File: src/sv/ttcg_pkg.sv
// Shared types, constants and command structures for the truncated triangle centroid block.
package ttcg_pkg;

   localparam int FRAC_BITS = 16;
   localparam int ONE_W     = FRAC_BITS + 2;
   localparam logic [16:0] ONE_F = 17'(1 << FRAC_BITS);

   localparam logic [1:0] REQ_EVAL  = 2'd0;
   localparam logic [1:0] REQ_ACCUM = 2'd1;
   localparam logic [1:0] REQ_CLEAR = 2'd2;

   localparam logic [1:0] CSR_LOW  = 2'd0;
   localparam logic [1:0] CSR_CORE = 2'd1;
   localparam logic [1:0] CSR_HIGH = 2'd2;

   localparam logic [1:0] DIV_SEL_Q = 2'd0;
   localparam logic [1:0] DIV_SEL_A = 2'd1;
   localparam logic [1:0] DIV_SEL_B = 2'd2;

   typedef enum logic [3:0] {
      ST_IDLE,
      ST_PREP,
      ST_DIV_Q,
      ST_DIV_A,
      ST_DIV_B,
      ST_MUL1,
      ST_MUL2,
      ST_MUL3,
      ST_FINISH,
      ST_OUT
   } state_type;

   typedef struct packed {
      logic load;
      logic prep;
      logic div_start;
      logic [1:0] div_sel;
      logic div_step;
      logic mul1;
      logic mul2;
      logic mul3;
      logic finish;
   } cmd_type;

   typedef struct packed {
      logic       div_done;
      logic [1:0] req_type;
   } status_type;

endpackage

File: src/sv/ttcg_ctrl.sv
// Controller state machine sequencing the shared divider and multiplier steps.
module ttcg_ctrl
   import ttcg_pkg::*;
(
   input  logic       clock,
   input  logic       reset,
   input  logic       req_valid,
   output logic       req_ready,
   output logic       rsp_valid,
   input  logic       rsp_ready,
   input  status_type status,
   output cmd_type    cmd
);

   state_type state_ff, state_in;

   always_ff @(posedge clock) begin
      if (reset) begin
         state_ff <= ST_IDLE;
      end else begin
         state_ff <= state_in;
      end
   end

   always_comb begin
      state_in  = state_ff;
      cmd       = '0;
      req_ready = 1'b0;
      rsp_valid = 1'b0;
      unique case (state_ff)
         ST_IDLE: begin
            req_ready = 1'b1;
            if (req_valid) begin
               cmd.load = 1'b1;
               state_in = ST_PREP;
            end
         end
         ST_PREP: begin
            cmd.prep      = 1'b1;
            cmd.div_start = 1'b1;
            if (status.req_type == REQ_EVAL) begin
               cmd.div_sel = DIV_SEL_Q;
               state_in    = ST_DIV_Q;
            end else if (status.req_type == REQ_ACCUM) begin
               cmd.div_sel = DIV_SEL_A;
               state_in    = ST_DIV_A;
            end else begin
               cmd.div_start = 1'b0;
               state_in      = ST_FINISH;
            end
         end
         ST_DIV_Q: begin
            cmd.div_step = 1'b1;
            if (status.div_done) begin
               state_in = ST_MUL1;
            end
         end
         ST_DIV_A: begin
            cmd.div_step = 1'b1;
            if (status.div_done) begin
               cmd.div_start = 1'b1;
               cmd.div_sel   = DIV_SEL_B;
               state_in      = ST_DIV_B;
            end
         end
         ST_DIV_B: begin
            cmd.div_step = 1'b1;
            if (status.div_done) begin
               state_in = ST_MUL1;
            end
         end
         ST_MUL1: begin
            cmd.mul1 = 1'b1;
            state_in = ST_MUL2;
         end
         ST_MUL2: begin
            cmd.mul2 = 1'b1;
            state_in = ST_MUL3;
         end
         ST_MUL3: begin
            cmd.mul3 = 1'b1;
            state_in = ST_FINISH;
         end
         ST_FINISH: begin
            cmd.finish = 1'b1;
            state_in   = ST_OUT;
         end
         ST_OUT: begin
            rsp_valid = 1'b1;
            if (rsp_ready) begin
               state_in = ST_IDLE;
            end
         end
         default: state_in = ST_IDLE;
      endcase
   end

endmodule

File: config.mk
export PLATFORM = sky130hd
export DESIGN_NAME = ttcg_ctrl
export DESIGN_NICKNAME = d
export VERILOG_FILES = /design/src/sv/ttcg_pkg.sv /design/src/sv/ttcg_ctrl.sv
export SDC_FILE = /design/constraint.sdc
export NUM_CORES = 1
export LEC_CHECK = 0
export ABC_CLOCK_PERIOD_IN_PS = 4400
export BUFFER_PORTS_ARGS = -buffer_cell sky130_fd_sc_hd__buf_2
export CAP_MARGIN = 10
export CORE_AREA = 2 2 39 41
export DETAILED_ROUTE_END_ITERATION = 8
export DIE_AREA = 0 0 41 43
export GPL_TIMING_DRIVEN = 0
export SLEW_MARGIN = 5
export SYNTH_ARGS = -nofsm -noshare
export SYNTH_HDL_FRONTEND = slang
export SYNTH_SLANG_ARGS = --single-unit
File: constraint.sdc
create_clock -name clock -period 4.4 [get_ports clock]
set_input_delay 0.88 -clock clock [delete_from_list [all_inputs] [get_ports clock]]
set_output_delay 0.88 -clock clock [all_outputs]
set_load 0.01 [all_outputs]
==> results.cfg, run 1 <==
[run_status]
status = complete, no violations

[clocking]
cts_buffer_depth = 2
cts_inserted_buffers = 3
cts_tree = done
h-tree-depth = 1
cts_setup_buffers = 0
cts_sinks = 4
cts_resized = 0
clk_latency_ns = 0.23
path_clk_slew_ns = 0.04
cts-root-buf = clkbuf_4
cts_hold_buf = 0

[routing]
drtAntennaViolNets = 0
wl_per_cell_um = 11.5
drt-total-wl_um = 1070
dr.pass1.iters = 3
first_iter_violations = 10
vias = 480
routed_via_density = 5.16
drc = 0

[run]
maxCapViolCount = 0

[finish]
stdcell_count = 93
final_cell_mix = buf_2 (21), nor2_1 (5), a21oi_1 (5)
final_common_cell = buf_2
fill_cells = 150
largest_reg_flops = 4
n_antenna_cell = 0
final_area_sq_um = 546
reg_top3 = state_ff x4
regMostFlops = state_ff
drive_gt1_share_pct = 33.8
syn2layout_area_growth_pct = 32.1
finalCoreUtilization_pct = 39.4
nets = 86

[yosys]
postSynthCellCount = 56
synth-edff-count = 0
syn-mean-instance-area_sq_um = 7.37
synthFlopType = dfxtp_1
ys_ff_latch = 4
ys_types = 28
synth.cell_area_sq_um = 413
ys_seq_area_share_pct = 19.4
synthesis.nets = 63
yosysWarnings = 0
synthArstFlopShare_pct = 0

[sta]
rsz0062_at_grt = false
max_slew_margin_pct = 61.5
min_period_ns = 2.54
setup_viol = 0
drv_slew = 0
worst_pin_slew_ns = 0.572
fin_worst_skew_ns = 0.00674
timing.fmax_mhz = 393
period_share_pct = 57.8
finalSetupTns_ns = 0
hold_viol_final = 0

[die]
dieArea_sq_mm = 0.00176
start_util_pct = 29.8
die_w_um = 41
boundaryPins = 19
core_area_sq_mm = 0.00138
rows = 14
die_height_um = 43

[power_and_ir_drop]
total_power_uw = 182
leakage_nw = 0.238
vdd_drop_max_mv = 0.154
powerDensity_mw_per_mm2 = 334

[grt]
overflow = 0
grt_pass1_wl_um = 1780
grt_pass1_vias = 417
track_usage_pct = 14.7
grt_start_max_net_pins = 11
antenna_found_initial = 0

[worst_setup_path]
path_common_cell = buf_2
crit_arrival_ns = 1.66
cp.required_ns = 3.52
critical_path_depth = 4
critPathTopFamily = simple AND/OR/NAND/NOR gates
r2r_start = state_ff[3]
critPathBufInv = 2
slowest_stage = nor4b_1
worstPathCellList = buf_2 -> nor4b_1 -> o21bai_1 -> buf_2
critical_path_class = primary input to primary output
max_stage_delay_ns = 0.36
critPathMaxFanout = 5
r2r_slack_ns = 2.82
reg2reg_depth = 4
r2r-end = state_ff[0]
cp-start-kind = primary input
end_kind = primary output

[placed_design]
dp_cells = 90
post-dp-hpwl_um = 844
routabilityCongestion = 0.731
placed_area_sq_um = 523
port_buffers = 18

[worst_hold_path]
hold_depth = 4
whs_endpoint = state_ff[3]
min_path_type = register to register
min_from = state_ff[1]
layout make-up:
| cell class | count | area, sq um | area share [%] |
|---|---|---|---|
| Buffer | 4 | 18.8 | 3.44 |
| Sequential cell | 4 | 80.1 | 14.7 |
| Clock buffer | 3 | 22.5 | 4.13 |
| Multi-Input combinational cell | 44 | 299 | 54.8 |
| Timing Repair Buffer | 18 | 90.1 | 16.5 |
| Inverter | 4 | 15.0 | 2.75 |
| Tap cell | 16 | 20.0 | 3.67 |
stage by stage:
step / hold WS, ns / setup WS (ns)
final: 0.699 / 1.86
after global placement: 0.693 / 1.91
after CTS: 0.697 / 1.88
after detailed placement: 0.698 / 1.89
after floorplan: 0.637 / 1.93
after global routing: 0.761 / 1.78
worst min-delay path: stages (launching register included):
cell and delay (ns):
dfxtp_1 0.33, nor2_1 0.08, nand2_1 0.10, a21o_1 0.09, a21oi_1 0.05
worst max path at each step:
stage / startpoint / end / slack (ns)
2_1_floorplan: status[2] / cmd[7] / 1.93
3_3_place_gp: status[2] / cmd[7] / 1.91
3_5_place_dp: status[2] / cmd[7] / 1.89
4_1_cts: status[2] / cmd[7] / 1.88
5_1_grt: state_ff[0] / cmd[5] / 1.78
6_report: status[2] / cmd[7] / 1.86
cell usage after synthesis (2+ instances only):
cell	count	area, sq um
o21ai_0	2	10.0
nor3b_1	3	22.5
nor2_1	5	18.8
nand2b_1	3	18.8
dfxtp_1	4	80.1
buf_2	3	15.0
nand2_1	4	15.0
nor3_1	3	15.0
a21oi_1	5	25.0
nor4_1	2	12.5
inv_1	4	15.0
or3_1	2	12.5
routing by layer:
| layer | vias to the layer above | wire length (um) | track usage [%] |
|---|---|---|---|
| li1 | 251 | - | - |
| met1 | 212 | 520 | 19.9 |
| met2 | 17 | 484 | 20.6 |
| met3 | 0 | 60 | 3.14 |
| met4 | 0 | 0 | 8.00 |
| met5 | - | 0 | 0 |
cells by family (layout without fill, tap and decap cells):
kind of cell | after synthesis | after routing | share of synthesized area, %
XOR/XNOR | 1 | 1 | 2.12
AND/OR/NAND/NOR | 28 | 28 | 40.9
multiplexers | 1 | 1 | 2.42
flip-flops | 4 | 4 | 19.4
AO/OA/AOI/OAI | 14 | 14 | 27.0
buffers and inverters | 8 | 29 | 8.18
power breakdown:
group	total (mW)	switching, mW	internal [mW]
combinational	0.0901	0.0523	0.0379
sequential	0.0473	0.00552	0.0418
clock	0.0445	0.0141	0.0304
Power figures use the tool's default switching activity.
==> inputs of run 2 (changes only) <==
ABC_AREA = 1   (was not set)
ABC_CLOCK_PERIOD_IN_PS = 2400   (was 4400)
clock period = 2.4 ns   (was 4.4 ns; I/O delays follow)
==> results.cfg, run 2 <==
[worst_setup_path]
critPathMaxFanout = 6
cp-start-kind = register
cp.required_ns = 1.92
reg2reg_depth = 6
crit_arrival_ns = 1.28
r2r_slack_ns = 1.21
r2r-end = state_ff[1]
critical_path_class = register to primary output
end_kind = primary output
r2r_start = state_ff[0]

[worst_hold_path]
hold_depth = 4
min_path_type = primary input to register
min_from = reset
whs_endpoint = state_ff[3]

[placed_design]
port_buffers = 18
routabilityCongestion = 0.721
placed_area_sq_um = 517
dp_cells = 107
post-dp-hpwl_um = 752

[clocking]
clk_latency_ns = 0.23
h-tree-depth = 1
cts_buffer_depth = 2
cts-root-buf = clkbuf_4
cts_resized = 0
cts_hold_buf = 0
cts_sinks = 4
cts_tree = done
cts_inserted_buffers = 3
path_clk_slew_ns = 0.04
cts_setup_buffers = 0

[routing]
drt-total-wl_um = 891
drtAntennaViolNets = 0
dr.pass1.iters = 2
vias = 453
first_iter_violations = 2
wl_per_cell_um = 8.10
routed_via_density = 4.12
drc = 0

[finish]
ff_latch_area_sq_um = 80.1
n_antenna_cell = 0
syn2layout_area_growth_pct = 32.6
stdcell_count = 110
drive_gt1_share_pct = 38.3
fill_cells = 158
regMostFlops = state_ff
reg_top3 = state_ff x4
nets = 103
multi_input_area_sq_um = 255
final_common_cell = buf_2
final_cell_mix = buf_2 (18), nand2_1 (15), nor2_1 (14)
largest_reg_flops = 4
final_area_sq_um = 539

[yosys]
postSynthCellCount = 73
synth-edff-count = 0
yosys.area_share.xor_xnor_pct = 0
synth.cell_area_sq_um = 407
synthFlopType = dfxtp_1
syn-mean-instance-area_sq_um = 5.57
yosysWarnings = 0
ys_ff_latch = 4
synth_top_area_share_pct = 19.7
synth_compound_gate_area_share_pct = 6.46
synth-simple-area-share_pct = 56.3
ys_seq_area_share_pct = 19.7
synth_top_family_by_area = simple AND/OR/NAND/NOR gates
synth_fa_ha_area_share_pct = 0
yosysTopAreaCell = dfxtp_1
muxShareOfSynthArea_pct = 0
yosysMostFrequentCell = nand2_1
synth.area.top_cells = dfxtp_1 (20%), nand2_1 (14%), nor2_1 (13%)
synthesis.nets = 80
synthArstFlopShare_pct = 0
synth_commonest_cells = nand2_1 (15), nor2_1 (14), inv_1 (12)
ys_types = 15

[grt]
grt_pass1_wl_um = 1520
grt_pass1_vias = 394
overflow = 0
track_usage_pct = 12.4
grt_start_max_net_pins = 9
antenna_found_initial = 0

[run]
maxCapViolCount = 0

[power_and_ir_drop]
powerDensity_mw_per_mm2 = 1070
vdd_drop_max_mv = 0.514
leakage_nw = 0.362

[die]
die_w_um = 41
start_util_pct = 29.4
boundaryPins = 19
die_height_um = 43
dieArea_sq_mm = 0.00176
rows = 14
core_area_sq_mm = 0.00138

[run_status]
status = complete, no violations

[sta]
worst_pin_slew_ns = 0.253
timing.fmax_mhz = 568
finalSetupTns_ns = 0
setup_viol = 0
fin_worst_skew_ns = 0.00492
rsz0062_at_grt = false
period_share_pct = 73.4
max_slew_margin_pct = 83.1
drv_slew = 0
hold_viol_final = 0
min_period_ns = 1.76
-- run 2: changes by cell type after synthesis, moves of 3 or more --
cell	previous run	this run
nand2_1	4	15
nor2_1	5	14
inv_1	4	12
nand3_1	0	7
inv_2	0	4
nand2_2	0	4
buf_2	3	0
nand2b_1	3	0
nor3_1	3	0
nor3b_1	3	0
-- run 2: layer usage --
metal  up-vias  wire length (um)  global-route usage, %
met5         -                 0                      0
met4         0                 0                   2.00
met3         0                63                   6.28
met2        15               409                   19.1
met1       174               418                   15.4
li1        264                 -                      -
-- run 2: cell families (layout without fill, tap and decap cells) --
family,Yosys count,after routing
flops,4,4
simple gates,47,47
buf+inv,17,38
compound gates,5,5
-- run 2: worst max-delay path, cell delays in order (launching register included) --
cell and delay (ns):
dfxtp_1 0.45, inv_2 0.08, nor2_4 0.12, nand2_2 0.08
o22ai_1 0.16, buf_2 0.16
-- run 2: cell type report --
| cell class | count | area share [%] |
|---|---|---|
| Multi-Input combinational cell | 52 | 47.3 |
| Timing Repair Buffer | 18 | 16.7 |
| Sequential cell | 4 | 14.8 |
| Inverter | 16 | 11.1 |
| Clock buffer | 3 | 4.18 |
| Tap cell | 16 | 3.71 |
| Buffer | 1 | 2.09 |
-- run 2: stage by stage --
step / utilization, % / setup WS [ns] / hold slack (ns) / power [mW]
finish: 39.0 / 0.639 / 0.517 / 0.578
global route: 39.0 / 0.555 / 0.534 / 0.648
CTS: 39.0 / 0.643 / 0.515 / 0.587
detailed placement: 37.3 / 0.899 / 0.574 / 0.501
global placement: 37.3 / 0.899 / 0.582 / 0.501
floorplan: - / 1.05 / 0.537 / 0.404
-- run 2: report_power, final --
group | leakage (nW) | switching [mW] | total, mW | internal, mW
Sequential | 0.0330 | 0.0312 | 0.121 | 0.0895
Combinational | 0.315 | 0.233 | 0.376 | 0.143
Clock | 0.0138 | 0.0261 | 0.0819 | 0.0558
Total | 0.362 | 0.290 | 0.578 | 0.288
-- run 2: how the worst max path moves through the flow --
stage	startpoint	depth (start not counted)	endpoint	slack, ns
3_5_place_dp	state_ff[0]	5	cmd[7]	0.90
2_1_floorplan	state_ff[0]	2	rsp_valid	1.05
6_report	state_ff[0]	5	cmd[7]	0.64
3_3_place_gp	state_ff[0]	5	cmd[7]	0.90
4_1_cts	state_ff[0]	5	cmd[7]	0.64
5_1_grt	state_ff[0]	7	cmd[5]	0.55
==> inputs of run 3 (changes only) <==
ABC_CLOCK_PERIOD_IN_PS = 1700   (was 2400)
clock period = 1.7 ns   (was 2.4 ns; I/O delays follow)
==> results.cfg, run 3 (same netlist as run 2, synthesis figures left out) <==
[routing]
first_iter_violations = 2
drc = 0
drtAntennaViolNets = 0
dr.pass1.iters = 2
wl_per_cell_um = 8.12
routed_via_density = 4.11
drt-total-wl_um = 893
vias = 452

[sta]
period_share_pct = 93.6
min_period_ns = 1.59
setup_viol = 0
layout_setup_ws_ns = 0.109
whs_ns = 0.376
max_slew_margin_pct = 84.4
finalSetupTns_ns = 0
drv_slew = 0
worst_pin_slew_ns = 0.233
hold_viol_final = 0
fin_worst_skew_ns = 0.00485
rsz0062_at_grt = false
timing.fmax_mhz = 629

[worst_setup_path]
cp.required_ns = 1.36
worstSetupStartpoint = state_ff[2]
critical_path_class = register to primary output
cp-start-kind = register
critPathBufInv = 1
max_stage_delay_ns = 0.35
end_kind = primary output
worstPathCellList = nor2_2 -> nand2_2 -> o22ai_1 -> buf_2
slowest_stage = dfxtp_1
critPathMaxFanout = 6
critPathTopFamily = flip-flops
r2r_start = state_ff[1]
crit_arrival_ns = 1.25

[finish]
regMostFlops = state_ff
syn2layout_area_growth_pct = 32.9
drive_gt1_share_pct = 39.4
final_cell_mix = buf_2 (18), nand2_1 (15), nor2_1 (14)
stdcell_count = 110
reg_top3 = state_ff x4
largest_reg_flops = 4
final_area_sq_um = 541
nets = 103
final_common_cell = buf_2
n_antenna_cell = 0
finalCoreUtilization_pct = 39.1

[run]
maxCapViolCount = 0

[die]
die_height_um = 43
dieArea_sq_mm = 0.00176
die_w_um = 41
boundaryPins = 19
start_util_pct = 29.4
rows = 14
core_area_sq_mm = 0.00138

[grt]
grt_pass1_wl_um = 1520
grt_use_met1_pct = 15.4
use_met2_pct = 19.1
met3_usage_pct = 6.28
overflow = 0
grt_pass1_vias = 394
grt_start_max_net_pins = 9
track_usage_pct = 12.4
antenna_found_initial = 0
busiest_layer = met2

[clocking]
cts_buffer_depth = 2
h-tree-depth = 1
cts_tree = done
path_clk_slew_ns = 0.04
cts_sinks = 4
clk_latency_ns = 0.23
cts_inserted_buffers = 3
cts_resized = 0
cts-root-buf = clkbuf_4
cts_setup_buffers = 0
cts_hold_buf = 0

[power_and_ir_drop]
total_power_uw = 819
powerDensity_mw_per_mm2 = 1520
leakage_nw = 0.363
vdd_drop_max_mv = 0.679

[placed_design]
dp_cells = 107
dp_slack_ns = 0.339
routabilityCongestion = 0.721
post-dp-hpwl_um = 752
placed_area_sq_um = 517
port_buffers = 18

[run_status]
status = complete, no violations

[worst_hold_path]
min_from = reset
min_path_type = primary input to register
run 3: layout make-up:
class                      count  area, sq um
timing repair buffer          18         90.1
clock buffer                   3         22.5
buffer                         1         11.3
tap                           16         20.0
fill                         159          843
inverter                      16         60.1
sequential                     4         81.3
multi-input combinational     52          255
run 3: report_power, final:
part / switching, mW / internal (mW) / total (mW)
Clock: 0.0371 / 0.0788 / 0.116
Combinational: 0.329 / 0.202 / 0.531
Sequential: 0.0438 / 0.129 / 0.173
run 3: worst paths after layout:
kind                            slack, ns  cells past startpoint           to
worst max-delay path                 0.11                      4       cmd[7]
worst min-delay path                 0.38                      4  state_ff[3]
worst max register to register       0.51                      7  state_ff[1]
worst min register to register       0.58                      2  state_ff[2]
run 3: per-layer routing:
layer	up-vias	share of wire, %
met2	15	46
met3	0	7.4
li1	264	-
met5	-	0
met4	0	0
met1	173	47
run 3: worst min-delay path: cells and delay by family:
| family | cells | cell delay, ns |
|---|---|---|
| buffers and inverters | 3 | 0.16 |
| and+or+nand+nor | 1 | 0.07 |
